**src/hdl/waypoint_velocity_controller_assert.svh**
```systemverilog
// assertion macros for the waypoint velocity controller
// each check is sampled at the rising edge of clk and is disabled while rst_n is low
`ifndef WAYPOINT_VELOCITY_CONTROLLER_ASSERT_SVH
`define WAYPOINT_VELOCITY_CONTROLLER_ASSERT_SVH
`ifndef SYNTHESIS
`define WVC_ASSERT(lbl, ante, cons) \
  lbl: assert property (@(posedge clk) disable iff (!rst_n) (ante) |-> (cons)) \
    else $error("wvc assertion failed");
`define WVC_ASSERT_NXT(lbl, ante, cons) \
  lbl: assert property (@(posedge clk) disable iff (!rst_n) (ante) |=> (cons)) \
    else $error("wvc assertion failed");
`else
`define WVC_ASSERT(lbl, ante, cons)
`define WVC_ASSERT_NXT(lbl, ante, cons)
`endif
`endif

```
**src/hdl/wvc_pkg.sv**
```systemverilog
`timescale 1ns / 1ps
`default_nettype none
// ----------------------------------------------------------------------------
// wvc_pkg
// shared types, constants and the arctangent table of the velocity controller
// ----------------------------------------------------------------------------
package wvc_pkg;

  localparam int MAP_SIZE     = 1024;
  localparam int MAX_PATH     = 4096;
  localparam int LEN_W        = 13;
  localparam int CELL_W       = 10;
  localparam int POS_W        = 20;
  localparam int HD_W         = 16;
  localparam int CS_W         = 16;
  localparam int LIN_W        = 15;
  localparam int ANG_W        = 16;
  localparam int CFG_DW       = 16;
  localparam int CFG_IW       = 1;

  localparam int MUL_W        = 16;
  localparam int PROD_W       = 2 * MUL_W;
  localparam int DIFF_W       = 28;
  localparam int CORD_W       = 32;
  localparam int ANGLE_W      = 21;
  localparam int CORDIC_STEPS = 16;
  localparam int STEP_W       = 4;
  localparam int DIV_NW       = 45;
  localparam int DIV_DW       = 30;
  localparam int DIV_QW       = 17;

  localparam logic [CFG_IW-1:0] CFG_CELL_SIZE = 1'd0;
  localparam logic [CFG_IW-1:0] CFG_LOOKAHEAD = 1'd1;

  localparam logic signed [ANGLE_W-1:0] ANG_PI      = 21'sd205887;
  localparam logic signed [ANGLE_W-1:0] ANG_TWO_PI  = 21'sd411774;
  localparam logic signed [ANGLE_W-1:0] ANG_HALF_PI = 21'sd102944;
  localparam logic signed [ANGLE_W-1:0] ANG_LIMIT   = 21'sd19661;
  localparam logic signed [CORD_W-1:0]  CORDIC_K30  = 32'sd652032875;

  localparam logic [DIV_DW-1:0] V_DEN      = 30'd29327360;
  localparam logic [DIV_DW-1:0] W_DEN      = 30'd573603840;
  localparam logic [DIV_NW-1:0] V_HALF     = 45'd14663680;
  localparam logic [DIV_NW-1:0] W_HALF     = 45'd286801920;
  localparam logic [DIFF_W-1:0] NEAR_LIMIT = 28'd19661;
  localparam logic [35:0]       DIST_LIMIT = 36'd9663676416;

  typedef struct packed {
    logic [LEN_W-1:0]         path_len;
    logic [CELL_W-1:0]        wp_row;
    logic [CELL_W-1:0]        wp_col;
    logic signed [POS_W-1:0]  robot_x;
    logic signed [POS_W-1:0]  robot_y;
    logic signed [HD_W-1:0]   robot_heading;
  } in_word_t;

  typedef struct packed {
    logic [LIN_W-1:0]         lin_vel;
    logic signed [ANG_W-1:0]  ang_vel;
    logic                     goal_reached;
  } out_word_t;

  typedef struct packed {
    logic             start;
    logic [MUL_W-1:0] a;
    logic [MUL_W-1:0] b;
  } mul_req_t;

  typedef struct packed {
    logic              start;
    logic [DIV_NW-1:0] n;
    logic [DIV_DW-1:0] d;
  } div_req_t;

  typedef struct packed {
    logic                       start;
    logic                       vec;
    logic signed [CORD_W-1:0]   x0;
    logic signed [CORD_W-1:0]   y0;
    logic signed [ANGLE_W-1:0]  z0;
  } cord_req_t;

  // atan(2^-i) in 2^-16 rad
  function automatic logic signed [ANGLE_W-1:0] atan_lut(input logic [STEP_W-1:0] idx);
    logic signed [ANGLE_W-1:0] r;
    case (idx)
      4'd0:    r = 21'sd51472;
      4'd1:    r = 21'sd30385;
      4'd2:    r = 21'sd16055;
      4'd3:    r = 21'sd8150;
      4'd4:    r = 21'sd4091;
      4'd5:    r = 21'sd2047;
      4'd6:    r = 21'sd1024;
      4'd7:    r = 21'sd512;
      4'd8:    r = 21'sd256;
      4'd9:    r = 21'sd128;
      4'd10:   r = 21'sd64;
      4'd11:   r = 21'sd32;
      4'd12:   r = 21'sd16;
      4'd13:   r = 21'sd8;
      4'd14:   r = 21'sd4;
      default: r = 21'sd2;
    endcase
    return r;
  endfunction

endpackage
`default_nettype wire

```
**src/hdl/wvc_mul.sv**
```systemverilog
`timescale 1ns / 1ps
`default_nettype none
// ----------------------------------------------------------------------------
// wvc_mul
// bit-serial shift-add multiplier, one multiplier bit per cycle
// ----------------------------------------------------------------------------
module wvc_mul (
  input  wire logic                       clk,
  input  wire logic                       rst_n,
  input  wire wvc_pkg::mul_req_t          req,
  output logic [wvc_pkg::PROD_W-1:0]      p,
  output logic                            done
);

  logic [wvc_pkg::MUL_W-1:0]  a_r;
  logic [wvc_pkg::PROD_W-1:0] p_r;
  logic [wvc_pkg::STEP_W-1:0] cnt_r;
  logic                       busy_r;
  logic                       done_r;
  logic [wvc_pkg::MUL_W:0]    hi_sum;

  // add the multiplicand into the upper half, then shift the whole word right
  assign hi_sum = {1'b0, p_r[wvc_pkg::PROD_W-1:wvc_pkg::MUL_W]} +
                  (p_r[0] ? {1'b0, a_r} : '0);

  always_ff @(posedge clk) begin
    if (!rst_n) begin
      busy_r <= 1'b0;
      done_r <= 1'b0;
      cnt_r  <= '0;
    end else begin
      done_r <= 1'b0;
      if (req.start) begin
        busy_r <= 1'b1;
        cnt_r  <= '0;
      end else if (busy_r) begin
        cnt_r <= cnt_r + 1'b1;
        if (cnt_r == wvc_pkg::STEP_W'(wvc_pkg::MUL_W - 1)) begin
          busy_r <= 1'b0;
          done_r <= 1'b1;
        end
      end
    end
  end

  always_ff @(posedge clk) begin
    if (req.start) begin
      a_r <= req.a;
      p_r <= {{wvc_pkg::MUL_W{1'b0}}, req.b};
    end else if (busy_r) begin
      p_r <= {hi_sum, p_r[wvc_pkg::MUL_W-1:1]};
    end
  end

  assign p    = p_r;
  assign done = done_r;

endmodule
`default_nettype wire

```
**src/hdl/wvc_div.sv**
```systemverilog
`timescale 1ns / 1ps
`default_nettype none
// ----------------------------------------------------------------------------
// wvc_div
// restoring divider, one quotient bit per cycle
// ----------------------------------------------------------------------------
module wvc_div (
  input  wire logic                       clk,
  input  wire logic                       rst_n,
  input  wire wvc_pkg::div_req_t          req,
  output logic [wvc_pkg::DIV_QW-1:0]      q,
  output logic                            done
);

  logic [wvc_pkg::DIV_DW-1:0] d_r;
  logic [wvc_pkg::DIV_DW-1:0] rem_r;
  logic [wvc_pkg::DIV_QW-1:0] qsh_r;
  logic [4:0]                 cnt_r;
  logic                       busy_r;
  logic                       done_r;
  logic [wvc_pkg::DIV_DW:0]   trial;
  logic [wvc_pkg::DIV_DW:0]   diff;
  logic                       fits;

  // the caller must keep the upper dividend bits below the divisor; the divider does not check it
  assign trial = {rem_r, qsh_r[wvc_pkg::DIV_QW-1]};
  assign diff  = trial - {1'b0, d_r};
  assign fits  = trial >= {1'b0, d_r};

  always_ff @(posedge clk) begin
    if (!rst_n) begin
      busy_r <= 1'b0;
      done_r <= 1'b0;
      cnt_r  <= '0;
    end else begin
      done_r <= 1'b0;
      if (req.start) begin
        busy_r <= 1'b1;
        cnt_r  <= '0;
      end else if (busy_r) begin
        cnt_r <= cnt_r + 1'b1;
        if (cnt_r == 5'(wvc_pkg::DIV_QW - 1)) begin
          busy_r <= 1'b0;
          done_r <= 1'b1;
        end
      end
    end
  end

  always_ff @(posedge clk) begin
    if (req.start) begin
      d_r   <= req.d;
      rem_r <= wvc_pkg::DIV_DW'(req.n[wvc_pkg::DIV_NW-1:wvc_pkg::DIV_QW]);
      qsh_r <= req.n[wvc_pkg::DIV_QW-1:0];
    end else if (busy_r) begin
      rem_r <= fits ? diff[wvc_pkg::DIV_DW-1:0] : trial[wvc_pkg::DIV_DW-1:0];
      qsh_r <= {qsh_r[wvc_pkg::DIV_QW-2:0], fits};
    end
  end

  assign q    = qsh_r;
  assign done = done_r;

endmodule
`default_nettype wire

```
**src/hdl/wvc_cordic.sv**
```systemverilog
`timescale 1ns / 1ps
`default_nettype none
// ----------------------------------------------------------------------------
// wvc_cordic
// shared cordic, one micro-rotation per cycle, vectoring or rotation mode
// ----------------------------------------------------------------------------
module wvc_cordic (
  input  wire logic                            clk,
  input  wire logic                            rst_n,
  input  wire wvc_pkg::cord_req_t              req,
  output logic signed [wvc_pkg::CORD_W-1:0]    x,
  output logic signed [wvc_pkg::CORD_W-1:0]    y,
  output logic signed [wvc_pkg::ANGLE_W-1:0]   z,
  output logic                                 done
);

  logic signed [wvc_pkg::CORD_W-1:0]  x_r;
  logic signed [wvc_pkg::CORD_W-1:0]  y_r;
  logic signed [wvc_pkg::ANGLE_W-1:0] z_r;
  logic                               vec_r;
  logic [wvc_pkg::STEP_W-1:0]         cnt_r;
  logic                               busy_r;
  logic                               done_r;
  logic signed [wvc_pkg::CORD_W-1:0]  xs;
  logic signed [wvc_pkg::CORD_W-1:0]  ys;
  logic signed [wvc_pkg::ANGLE_W-1:0] t;
  logic                               u;

  assign xs = x_r >>> cnt_r;
  assign ys = y_r >>> cnt_r;
  assign t  = wvc_pkg::atan_lut(cnt_r);
  // vectoring drives y to zero, rotation drives z to zero
  assign u  = vec_r ? y_r[wvc_pkg::CORD_W-1] : !z_r[wvc_pkg::ANGLE_W-1];

  always_ff @(posedge clk) begin
    if (!rst_n) begin
      busy_r <= 1'b0;
      done_r <= 1'b0;
      cnt_r  <= '0;
    end else begin
      done_r <= 1'b0;
      if (req.start) begin
        busy_r <= 1'b1;
        cnt_r  <= '0;
      end else if (busy_r) begin
        cnt_r <= cnt_r + 1'b1;
        if (cnt_r == wvc_pkg::STEP_W'(wvc_pkg::CORDIC_STEPS - 1)) begin
          busy_r <= 1'b0;
          done_r <= 1'b1;
        end
      end
    end
  end

  always_ff @(posedge clk) begin
    if (req.start) begin
      x_r   <= req.x0;
      y_r   <= req.y0;
      z_r   <= req.z0;
      vec_r <= req.vec;
    end else if (busy_r) begin
      x_r <= u ? x_r - ys : x_r + ys;
      y_r <= u ? y_r + xs : y_r - xs;
      z_r <= u ? z_r - t  : z_r + t;
    end
  end

  assign x    = x_r;
  assign y    = y_r;
  assign z    = z_r;
  assign done = done_r;

endmodule
`default_nettype wire

```
**src/hdl/waypoint_velocity_controller.sv**
```systemverilog
`timescale 1ns / 1ps
`default_nettype none
`include "waypoint_velocity_controller_assert.svh"
// ----------------------------------------------------------------------------
// waypoint_velocity_controller
// steers toward one path waypoint with damped linear and angular velocity
// ----------------------------------------------------------------------------
// usage
//   in_*  : one word per control tick: path length, waypoint cell, robot pose
//   out_* : one word per input word: lin_vel, ang_vel, goal_reached
//   cfg_* : cell_size (index 0) and lookahead_cells (index 1), to be written
//           only when idle; the block itself does not enforce it
// sequence, from the accepting edge to out_valid: the serial units run in turn,
//   two shift-add multiplies for the waypoint position, two more for the
//   distance check, two 16-step cordic passes, two 17-step divides; an empty
//   path stops after the waypoint multiplies, a goal stop after the distance
//   check, and the distance check runs only on the last waypoint with both
//   offsets under 0.3 m
// input: one word at a time; the next word is taken only in idle, after the
//   previous result has been loaded into the output register
// reset: velocity history cleared, cell_size 3277, lookahead_cells 20
// receiver stall: the result is held in the output register; a finished
//   result that cannot be loaded waits in its own state until out_ready
// ----------------------------------------------------------------------------
module waypoint_velocity_controller (
  input  wire logic                        clk,
  input  wire logic                        rst_n,
  input  wire logic                        in_valid,
  output logic                             in_ready,
  input  wire wvc_pkg::in_word_t           in_data,
  output logic                             out_valid,
  input  wire logic                        out_ready,
  output wvc_pkg::out_word_t               out_data,
  input  wire logic                        cfg_we,
  input  wire logic [wvc_pkg::CFG_IW-1:0]  cfg_index,
  input  wire logic [wvc_pkg::CFG_DW-1:0]  cfg_wdata
);

  typedef enum logic [14:0] {
    ST_IDLE   = 15'b000000000000001,
    ST_MUL_R  = 15'b000000000000010,
    ST_MUL_C  = 15'b000000000000100,
    ST_DECIDE = 15'b000000000001000,
    ST_SQ_X   = 15'b000000000010000,
    ST_SQ_Y   = 15'b000000000100000,
    ST_VEC    = 15'b000000001000000,
    ST_WRAP   = 15'b000000010000000,
    ST_ROT    = 15'b000000100000000,
    ST_NUMS   = 15'b000001000000000,
    ST_LAUNCH = 15'b000010000000000,
    ST_DIV_V  = 15'b000100000000000,
    ST_DIV_W  = 15'b001000000000000,
    ST_OUT    = 15'b010000000000000,
    ST_SPARE  = 15'b100000000000000
  } state_t;

  state_t state_r, state_nxt;

  // configuration
  logic [wvc_pkg::CS_W-1:0]   cs_r;
  logic [wvc_pkg::LEN_W-1:0]  look_r;

  // held word and working registers
  wvc_pkg::in_word_t                 in_r;
  logic [25:0]                       rowp_r;
  logic signed [wvc_pkg::DIFF_W-1:0] dx_r;
  logic signed [wvc_pkg::DIFF_W-1:0] dy_r;
  logic [wvc_pkg::PROD_W-1:0]        sqx_r;
  logic signed [wvc_pkg::ANGLE_W-1:0] a_r;
  logic                              fold_r;
  logic signed [wvc_pkg::CORD_W-1:0] c_r;
  logic signed [wvc_pkg::CORD_W-1:0] s_r;
  logic                              nv_neg_r;
  logic [wvc_pkg::DIV_NW-1:0]        nv_mag_r;
  logic                              nw_neg_r;
  logic [wvc_pkg::DIV_NW-1:0]        nw_mag_r;
  logic [wvc_pkg::DIV_QW-1:0]        qv_r;

  // velocity history and result
  logic [wvc_pkg::LIN_W-1:0]         prev_lin_r;
  logic signed [wvc_pkg::ANG_W-1:0]  prev_ang_r;
  wvc_pkg::out_word_t                res_r;
  wvc_pkg::out_word_t                res_val;
  logic                              res_load;
  logic                              out_valid_r;
  wvc_pkg::out_word_t                out_data_r;

  // serial units
  wvc_pkg::mul_req_t                  mul_req;
  logic [wvc_pkg::PROD_W-1:0]         mul_p;
  logic                               mul_done;
  wvc_pkg::div_req_t                  div_req;
  logic [wvc_pkg::DIV_QW-1:0]         div_q;
  logic                               div_done;
  wvc_pkg::cord_req_t                 cord_req;
  logic signed [wvc_pkg::CORD_W-1:0]  cord_x;
  logic signed [wvc_pkg::CORD_W-1:0]  cord_y;
  logic signed [wvc_pkg::ANGLE_W-1:0] cord_z;
  logic                               cord_done;

  wvc_mul u_mul (
    .clk  (clk),
    .rst_n(rst_n),
    .req  (mul_req),
    .p    (mul_p),
    .done (mul_done)
  );

  wvc_div u_div (
    .clk  (clk),
    .rst_n(rst_n),
    .req  (div_req),
    .q    (div_q),
    .done (div_done)
  );

  wvc_cordic u_cordic (
    .clk  (clk),
    .rst_n(rst_n),
    .req  (cord_req),
    .x    (cord_x),
    .y    (cord_y),
    .z    (cord_z),
    .done (cord_done)
  );

  // ---------------------------------------------------------------------------
  // datapath terms
  // ---------------------------------------------------------------------------
  logic [wvc_pkg::LEN_W-1:0]          len_sat;
  logic                               len_zero;
  logic                               is_last;
  logic signed [wvc_pkg::DIFF_W-1:0]  rx64;
  logic signed [wvc_pkg::DIFF_W-1:0]  ry64;
  logic [wvc_pkg::DIFF_W-1:0]         dx_abs;
  logic [wvc_pkg::DIFF_W-1:0]         dy_abs;
  logic                               near;
  logic [35:0]                        sq_sum;
  logic [35:0]                        dist25;
  logic                               close;
  logic                               on_robot;
  wvc_pkg::cord_req_t                 vec_req;
  logic signed [wvc_pkg::ANGLE_W-1:0] bear;
  logic signed [wvc_pkg::ANGLE_W-1:0] hd8;
  logic signed [wvc_pkg::ANGLE_W-1:0] a_raw;
  logic signed [wvc_pkg::ANGLE_W-1:0] a_wrap;
  logic signed [wvc_pkg::ANGLE_W-1:0] rot_z0;
  logic                               rot_fold;
  logic signed [34:0]                 nv_base;
  logic signed [41:0]                 nv42;
  logic signed [41:0]                 nv100;
  logic signed [45:0]                 s46;
  logic signed [45:0]                 pa46;
  logic signed [45:0]                 nw;
  logic [45:0]                        nw_abs;
  logic [wvc_pkg::DIV_QW-1:0]         qn;
  logic [wvc_pkg::LIN_W-1:0]          v_fin;
  logic signed [wvc_pkg::ANG_W-1:0]   w_fin;
  logic                               a_big;

  assign len_sat  = (in_r.path_len > wvc_pkg::LEN_W'(wvc_pkg::MAX_PATH)) ?
                    wvc_pkg::LEN_W'(wvc_pkg::MAX_PATH) : in_r.path_len;
  assign len_zero = (len_sat == '0);
  assign is_last  = (len_sat <= look_r);

  // pose scaled from 1/1024 m to 1/65536 m
  assign rx64 = $signed({{2{in_r.robot_x[wvc_pkg::POS_W-1]}}, in_r.robot_x, 6'b000000});
  assign ry64 = $signed({{2{in_r.robot_y[wvc_pkg::POS_W-1]}}, in_r.robot_y, 6'b000000});

  assign dx_abs = dx_r[wvc_pkg::DIFF_W-1] ? wvc_pkg::DIFF_W'(-dx_r) : dx_r;
  assign dy_abs = dy_r[wvc_pkg::DIFF_W-1] ? wvc_pkg::DIFF_W'(-dy_r) : dy_r;
  // either offset at or beyond 0.3 m cannot be inside the goal circle
  assign near   = (dx_abs < wvc_pkg::NEAR_LIMIT) && (dy_abs < wvc_pkg::NEAR_LIMIT);

  assign sq_sum = 36'(sqx_r) + 36'(mul_p);
  assign dist25 = (sq_sum << 4) + (sq_sum << 3) + sq_sum;
  assign close  = dist25 < wvc_pkg::DIST_LIMIT;

  // bearing: fold the left half-plane onto the right one first
  assign on_robot = (dx_r == '0) && (dy_r == '0);
  always_comb begin
    vec_req.start = 1'b1;
    vec_req.vec   = 1'b1;
    if (dx_r[wvc_pkg::DIFF_W-1]) begin
      vec_req.x0 = -wvc_pkg::CORD_W'(dx_r);
      vec_req.y0 = -wvc_pkg::CORD_W'(dy_r);
      vec_req.z0 = dy_r[wvc_pkg::DIFF_W-1] ? -wvc_pkg::ANG_PI : wvc_pkg::ANG_PI;
    end else begin
      vec_req.x0 = wvc_pkg::CORD_W'(dx_r);
      vec_req.y0 = wvc_pkg::CORD_W'(dy_r);
      vec_req.z0 = '0;
    end
  end

  // bearing error against heading, wrapped once into [-pi, pi]
  assign bear   = on_robot ? '0 : cord_z;
  assign hd8    = $signed({{2{in_r.robot_heading[wvc_pkg::HD_W-1]}},
                           in_r.robot_heading, 3'b000});
  assign a_raw  = bear - hd8;
  assign a_wrap = (a_raw > wvc_pkg::ANG_PI)  ? a_raw - wvc_pkg::ANG_TWO_PI :
                  (a_raw < -wvc_pkg::ANG_PI) ? a_raw + wvc_pkg::ANG_TWO_PI : a_raw;

  // rotation input kept within +-pi/2, the result flipped back afterwards
  always_comb begin
    rot_fold = 1'b1;
    if (a_r > wvc_pkg::ANG_HALF_PI) begin
      rot_z0 = a_r - wvc_pkg::ANG_PI;
    end else if (a_r < -wvc_pkg::ANG_HALF_PI) begin
      rot_z0 = a_r + wvc_pkg::ANG_PI;
    end else begin
      rot_z0   = a_r;
      rot_fold = 1'b0;
    end
  end

  // numerators of the two damped updates
  assign nv_base = 35'(c_r) + $signed({2'b00, 18'(prev_lin_r * 3'd5), 15'b0});
  assign nv42    = 42'(nv_base);
  assign nv100   = (nv42 <<< 6) + (nv42 <<< 5) + (nv42 <<< 2);
  // 3895 = 4096 - 128 - 64 - 8 - 1, 10000 = 8192 + 1024 + 512 + 256 + 16
  assign s46     = 46'(s_r);
  assign pa46    = 46'(prev_ang_r);
  assign nw      = (s46 <<< 12) - (s46 <<< 7) - (s46 <<< 6) - (s46 <<< 3) - s46 +
                   (((pa46 <<< 13) + (pa46 <<< 10) + (pa46 <<< 9) + (pa46 <<< 8) +
                     (pa46 <<< 4)) <<< 15);
  assign nw_abs  = nw[45] ? 46'(-nw) : nw;

  // final saturation and dead band
  assign a_big = (a_r > wvc_pkg::ANG_LIMIT) || (a_r < -wvc_pkg::ANG_LIMIT);
  assign qn    = -div_q;
  always_comb begin
    if (nv_neg_r || a_big) begin
      v_fin = '0;
    end else if (qv_r > wvc_pkg::DIV_QW'(32767)) begin
      v_fin = 15'd32767;
    end else begin
      v_fin = qv_r[wvc_pkg::LIN_W-1:0];
    end
    if (div_q <= wvc_pkg::DIV_QW'(3)) begin
      w_fin = '0;
    end else if (!nw_neg_r) begin
      w_fin = (div_q > wvc_pkg::DIV_QW'(32767)) ? 16'sd32767 : $signed(div_q[15:0]);
    end else begin
      w_fin = (div_q > wvc_pkg::DIV_QW'(32768)) ? -16'sd32768 : $signed(qn[15:0]);
    end
  end

  // ---------------------------------------------------------------------------
  // sequencer
  // ---------------------------------------------------------------------------
  always_comb begin
    state_nxt = state_r;
    mul_req   = '0;
    div_req   = '0;
    cord_req  = '0;
    res_load  = 1'b0;
    res_val   = '0;
    case (state_r)
      ST_IDLE: begin
        if (in_valid) begin
          mul_req   = '{start: 1'b1, a: cs_r, b: wvc_pkg::MUL_W'(in_data.wp_row)};
          state_nxt = ST_MUL_R;
        end
      end
      ST_MUL_R: begin
        if (mul_done) begin
          mul_req   = '{start: 1'b1, a: cs_r, b: wvc_pkg::MUL_W'(in_r.wp_col)};
          state_nxt = ST_MUL_C;
        end
      end
      ST_MUL_C: begin
        if (mul_done) begin
          state_nxt = ST_DECIDE;
        end
      end
      ST_DECIDE: begin
        if (len_zero) begin
          res_load  = 1'b1;
          state_nxt = ST_OUT;
        end else if (is_last && near) begin
          mul_req   = '{start: 1'b1, a: dx_abs[wvc_pkg::MUL_W-1:0],
                        b: dx_abs[wvc_pkg::MUL_W-1:0]};
          state_nxt = ST_SQ_X;
        end else begin
          cord_req  = vec_req;
          state_nxt = ST_VEC;
        end
      end
      ST_SQ_X: begin
        if (mul_done) begin
          mul_req   = '{start: 1'b1, a: dy_abs[wvc_pkg::MUL_W-1:0],
                        b: dy_abs[wvc_pkg::MUL_W-1:0]};
          state_nxt = ST_SQ_Y;
        end
      end
      ST_SQ_Y: begin
        if (mul_done) begin
          if (close) begin
            res_load             = 1'b1;
            res_val.goal_reached = 1'b1;
            state_nxt            = ST_OUT;
          end else begin
            cord_req  = vec_req;
            state_nxt = ST_VEC;
          end
        end
      end
      ST_VEC: begin
        if (cord_done) begin
          state_nxt = ST_WRAP;
        end
      end
      ST_WRAP: begin
        cord_req  = '{start: 1'b1, vec: 1'b0, x0: wvc_pkg::CORDIC_K30, y0: '0, z0: rot_z0};
        state_nxt = ST_ROT;
      end
      ST_ROT: begin
        if (cord_done) begin
          state_nxt = ST_NUMS;
        end
      end
      ST_NUMS: begin
        state_nxt = ST_LAUNCH;
      end
      ST_LAUNCH: begin
        div_req   = '{start: 1'b1, n: nv_mag_r, d: wvc_pkg::V_DEN};
        state_nxt = ST_DIV_V;
      end
      ST_DIV_V: begin
        if (div_done) begin
          div_req   = '{start: 1'b1, n: nw_mag_r, d: wvc_pkg::W_DEN};
          state_nxt = ST_DIV_W;
        end
      end
      ST_DIV_W: begin
        if (div_done) begin
          res_load        = 1'b1;
          res_val.lin_vel = v_fin;
          res_val.ang_vel = w_fin;
          state_nxt       = ST_OUT;
        end
      end
      ST_OUT: begin
        if (!out_valid_r || out_ready) begin
          state_nxt = ST_IDLE;
        end
      end
      default: begin
        state_nxt = ST_IDLE;
      end
    endcase
  end

  // control state, configuration and history
  always_ff @(posedge clk) begin
    if (!rst_n) begin
      state_r     <= ST_IDLE;
      out_valid_r <= 1'b0;
      cs_r        <= 16'd3277;
      look_r      <= 13'd20;
      prev_lin_r  <= '0;
      prev_ang_r  <= '0;
    end else begin
      state_r <= state_nxt;
      if (cfg_we) begin
        case (cfg_index)
          wvc_pkg::CFG_CELL_SIZE: cs_r   <= cfg_wdata;
          wvc_pkg::CFG_LOOKAHEAD: look_r <= cfg_wdata[wvc_pkg::LEN_W-1:0];
          default: ;
        endcase
      end
      if (res_load) begin
        prev_lin_r <= res_val.lin_vel;
        prev_ang_r <= res_val.ang_vel;
      end
      if (state_r == ST_OUT && (!out_valid_r || out_ready)) begin
        out_valid_r <= 1'b1;
      end else if (out_ready) begin
        out_valid_r <= 1'b0;
      end
    end
  end

  // working registers
  always_ff @(posedge clk) begin
    if (state_r == ST_IDLE && in_valid) begin
      in_r <= in_data;
    end
    if (state_r == ST_MUL_R && mul_done) begin
      rowp_r <= mul_p[25:0];
    end
    if (state_r == ST_MUL_C && mul_done) begin
      dx_r <= $signed({2'b00, rowp_r}) - rx64;
      dy_r <= $signed({2'b00, mul_p[25:0]}) - ry64;
    end
    if (state_r == ST_SQ_X && mul_done) begin
      sqx_r <= mul_p;
    end
    if (state_r == ST_VEC && cord_done) begin
      a_r <= a_wrap;
    end
    if (state_r == ST_WRAP) begin
      fold_r <= rot_fold;
    end
    if (state_r == ST_ROT && cord_done) begin
      c_r <= fold_r ? -cord_x : cord_x;
      s_r <= fold_r ? -cord_y : cord_y;
    end
    if (state_r == ST_NUMS) begin
      nv_neg_r <= nv_base[34];
      nv_mag_r <= wvc_pkg::DIV_NW'($unsigned(nv100)) + wvc_pkg::V_HALF;
      nw_neg_r <= nw[45];
      nw_mag_r <= wvc_pkg::DIV_NW'(nw_abs) + wvc_pkg::W_HALF;
    end
    if (state_r == ST_DIV_V && div_done) begin
      qv_r <= div_q;
    end
    if (res_load) begin
      res_r <= res_val;
    end
    if (state_r == ST_OUT && (!out_valid_r || out_ready)) begin
      out_data_r <= res_r;
    end
  end

  assign in_ready  = (state_r == ST_IDLE);
  assign out_valid = out_valid_r;
  assign out_data  = out_data_r;

  // ---------------------------------------------------------------------------
  // checks
  // ---------------------------------------------------------------------------
  `WVC_ASSERT_NXT(a_accept_starts, in_valid && in_ready, state_r == ST_MUL_R)
  `WVC_ASSERT(a_goal_stops, out_valid && out_data.goal_reached,
              out_data.lin_vel == '0 && out_data.ang_vel == '0)
  `WVC_ASSERT(a_dead_band, out_valid,
              out_data.ang_vel == 16'sd0 || out_data.ang_vel > 16'sd3 ||
              out_data.ang_vel < -16'sd3)
  `WVC_ASSERT(a_mul_owner, mul_done,
              state_r == ST_MUL_R || state_r == ST_MUL_C ||
              state_r == ST_SQ_X || state_r == ST_SQ_Y)

endmodule
`default_nettype wire
```
**config.mk**
```make
export PLATFORM = sky130hd
export DESIGN_NAME = waypoint_velocity_controller
export DESIGN_NICKNAME = d
export VERILOG_FILES = /design/src/hdl/wvc_pkg.sv /design/src/hdl/wvc_mul.sv /design/src/hdl/wvc_div.sv /design/src/hdl/wvc_cordic.sv /design/src/hdl/waypoint_velocity_controller.sv
export VERILOG_INCLUDE_DIRS = /design/src /design/src/hdl
export SDC_FILE = /design/constraint.sdc
export NUM_CORES = 2
export LEC_CHECK = 0
export ABC_CLOCK_PERIOD_IN_PS = 29900
export BUFFER_PORTS_ARGS = -buffer_cell sky130_fd_sc_hd__buf_2
export CORE_MARGIN = 3
export CORE_UTILIZATION = 45
export DETAILED_ROUTE_END_ITERATION = 8
export PLACE_DENSITY_LB_ADDON = 0.15
export SLEW_MARGIN = 10
export SYNTH_ARGS = -nofsm -noshare
export SYNTH_HDL_FRONTEND = slang
export SYNTH_SLANG_ARGS = --single-unit
```
**constraint.sdc**
```tcl
create_clock -name clk -period 29.9 [get_ports clk]
set_clock_uncertainty 0.15 [all_clocks]
set_input_delay 2.99 -clock clk [delete_from_list [all_inputs] [get_ports clk]]
set_output_delay 2.99 -clock clk [all_outputs]
set_load 0.05 [all_outputs]
```
==> impl_metrics.yaml <==
cts:
  cts.htree.levels: 3
  cts_buffer_depth: 3
  cts_sinks: 742
  post_cts_buffers: 0
  postCtsHoldBufs: 0
  cts_root_buf: "sky130_fd_sc_hd__clkbuf_16"
  tritoncts: "done"
  cts_made_buffers: 89
  cts-resized-gates: 0
  clk_pin_slew_ns: 0.06
  insertion_delay_ns: 0.70
detailed_routing:
  route.detailed.wl_per_inst_um: 20.0
  vias: 48000
  route.antenna.remaining_nets: 0
  route.detailed.vias_per_inst: 5.70
  drt_drc_violations_left: 0
  first_iter_violations: 3570
  number_of_optimization_iterations_in_the_first_detailed_route_pass: 6
  postRouteWirelength_um: 169000
run_status:
  run_status: "complete, no violations"
worst_setup_path:
  cp_data_arrival_time_ns: 11.10
  cp_endpoint_kind: "register"
  critPathMaxStageDelay_ns: 0.55
  critPathMostFrequentCell: "sky130_fd_sc_hd__fa_1"
  crit_fanout: 41
  timing.critical_path.slowest_stage_cell: "sky130_fd_sc_hd__inv_1"
  worst_setup_path_start_kind: "register"
  critPathKind: "reg -> reg"
  cp_data_required_time_ns: 30.18
sta:
  grt_setup_unrepaired: "false"
  worst_slew_pin_slew_ns: 1.14
  clock.fmax_mhz: 92.4
  layout_min_cycle_time_ns: 10.82
  setup_tns_ns: 0
  hold_viol: 0
  report.final.slew_viol_count: 0
  maxSlewHeadroom_pct: 23.8
  finalHoldWorstSlack_ns: 0.266
  finalSetupViolCount: 0
  period_share_pct: 36.2
grt:
  globalRouteOverflowTotal: 0
  grt_start_max_net_pins: 133
  global_route_wire_length_before_repair_um: 265000
  first_global_vias: 46900
  grt_util_all_layers_pct: 23.7
  antenna_found_initial: 3
floorplan:
  start_util_pct: 45.6
  die_height_um: 375
  io_pins: 145
  core.rowCount: 134
  die_area_um2: 141000
  dieWidth_um: 375
  core_area_um2: 134000
cells_and_area:
  multi_input_comb_area_um2: 37200
  sequential_cell_area_um2: 21000
  area_growth_pct: 9.25
  final_layout_size_suffix_gt1_share_pct: 7.29
  final_nets: 7379
  n_fill_cell: 12600
synth:
  syn_inst: 6521
  synthFlopType: "sky130_fd_sc_hd__edfxtp_1"
  synth_area_leader_cell: "sky130_fd_sc_hd__edfxtp_1"
  count_of_flip_flops_with_a_built_in_enable_after_synthesis: 614
  async_flop_share_pct: 0
  synth_fp_nets: 7322
  ys_top_cells_by_count: "614 x sky130_fd_sc_hd__edfxtp_1, 606 x sky130_fd_sc_hd__nand2_1, 593 x sky130_fd_sc_hd__inv_1"
  synthTopCellsByArea: "sky130_fd_sc_hd__edfxtp_1 30%, sky130_fd_sc_hd__ha_1 9.4%, sky130_fd_sc_hd__fa_1 7.6%"
  post_synth.cell_area_avg_um2: 9.39
  synth_sequential_area_ratio_pct: 34.3
  yosys_warnings: 0
  post_synth_instance_area_um2: 61200
  synth_cell_types: 97
  leading_cell_type_by_number_of_instances_after_synthesis: "sky130_fd_sc_hd__edfxtp_1"
  yosys_register_bits: 742
  netlist.area_leader.share_pct: 30.1
placed_design:
  hpwl_um: 132000
  buffer_ports.inserted: 144
  place.gp.congestion: 0.893
hold_path:
  hp-class: "reg -> reg"
job:
  maxCapViolCount: 0
power:
  total_leakage_power_nw: 27.3
  peakVddDrop_v: 0.0000753
  power_density_nw_per_um2: 43.1
-- layer usage --
metal	GRT usage (%)	up-vias	share of wire (%)
met5	0	-	0
met4	9.52	0	4.5
met3	3.37	309	4.8
met2	38.6	1190	46
met1	31.8	23100	45
li1	-	23400	-
-- area by class of cell --
cell class,count,area share [%]
sequential,742,31.4
inverter,596,3.34
multi-input combinational,4950,55.6
timing repair buffer,199,1.71
clock inverter,50,0.939
tap,1768,3.31
antenna,5,0.0187
clock buffer,117,3.66
-- layout by cell type (no fill, tap or decap), types with 125 or more instances in the layout --
cell                       count
sky130_fd_sc_hd__edfxtp_1    614
sky130_fd_sc_hd__nand2_1     606
sky130_fd_sc_hd__inv_1       592
sky130_fd_sc_hd__a21oi_1     470
sky130_fd_sc_hd__ha_1        458
sky130_fd_sc_hd__nor2_1      454
sky130_fd_sc_hd__xnor2_1     374
sky130_fd_sc_hd__o21ai_0     318
sky130_fd_sc_hd__fa_1        232
sky130_fd_sc_hd__xor2_1      217
sky130_fd_sc_hd__buf_2       144
sky130_fd_sc_hd__nor3_1      140
sky130_fd_sc_hd__a21o_1      125
-- stage by stage --
| step | util (%) | cells | area (um^2) | setup WS (ns) | power [W] |
|---|---|---|---|---|---|
| floorplan | - | 6521 | 61200 | 20.09 | 0.00160 |
| global placement | 47.5 | 8255 | 63800 | 19.19 | 0.00174 |
| detailed placement | 47.5 | 8255 | 63800 | 19.07 | 0.00175 |
| CTS | 49.8 | 8422 | 66900 | 19.07 | 0.00292 |
| global route | 49.8 | 8427 | 66900 | 18.27 | 0.00304 |
| finish | 49.8 | 8427 | 66900 | 19.08 | 0.00288 |
-- worst paths after layout --
| kind | startpoint | end | slack (ns) | depth (start not counted) |
|---|---|---|---|---|
| min reg2reg | res_r[27]$_DFFE_PP_ | out_data[27]$_DFFE_PP_ | 0.27 | 0 |
| max | prev_ang_r[0]$_SDFFE_PN0P_ | nw_mag_r[36]$_DFFE_PP_ | 19.08 | 37 |
| max reg2reg | prev_ang_r[0]$_SDFFE_PN0P_ | nw_mag_r[36]$_DFFE_PP_ | 19.08 | 37 |
| min | res_r[27]$_DFFE_PP_ | out_data[27]$_DFFE_PP_ | 0.27 | 0 |
-- worst max-delay path: cells and delay by family (launching register included) --
family	cells	cell delay [ns]
simple gates	5	0.80
flops	1	0.40
buf+inv	6	1.26
mux	1	0.30
compound gates	12	3.02
fa+ha+maj	9	3.89
xor+xnor	4	0.69
-- flip-flops by register name, indices dropped and copies added (netlist names), 16 cells and up --
| signal | flops |
|---|---|
| a_r | 21 |
| c_r | 32 |
| cs_r | 16 |
| dx_r | 28 |
| dy_r | 28 |
| hd8 | 16 |
| in_r | 63 |
| nv_mag_r | 41 |
| nw_mag_r | 45 |
| out_data | 32 |
| prev_ang_r | 16 |
| qv_r | 17 |
| res_r | 32 |
| rowp_r | 26 |
| s_r | 32 |
| sqx_r | 32 |
| u_cordic.t | 16 |
| u_cordic.x | 32 |
| u_cordic.y | 32 |
| u_cordic.z | 21 |
| u_div.q | 17 |
| u_div.rem_r | 30 |
| u_mul.a_r | 16 |
| u_mul.p | 32 |
-- kinds of logic after synthesis --
logic type / share of synthesized area (%)
and+or+nand+nor: 15.3
xor gates and xnor gates: 8.62
muxes: 3.12
DFF: 34.3
adders and majority gates: 16.9
buffers and inverters: 5.10
AOI/OAI and AO/OA: 16.6
-- power breakdown --
part | internal [W] | switching, W
registers | 0.00115 | 0.0000239
logic | 0.000236 | 0.000323
clock network | 0.000686 | 0.000466
Note: power is estimated with default switching activity, not from simulation.
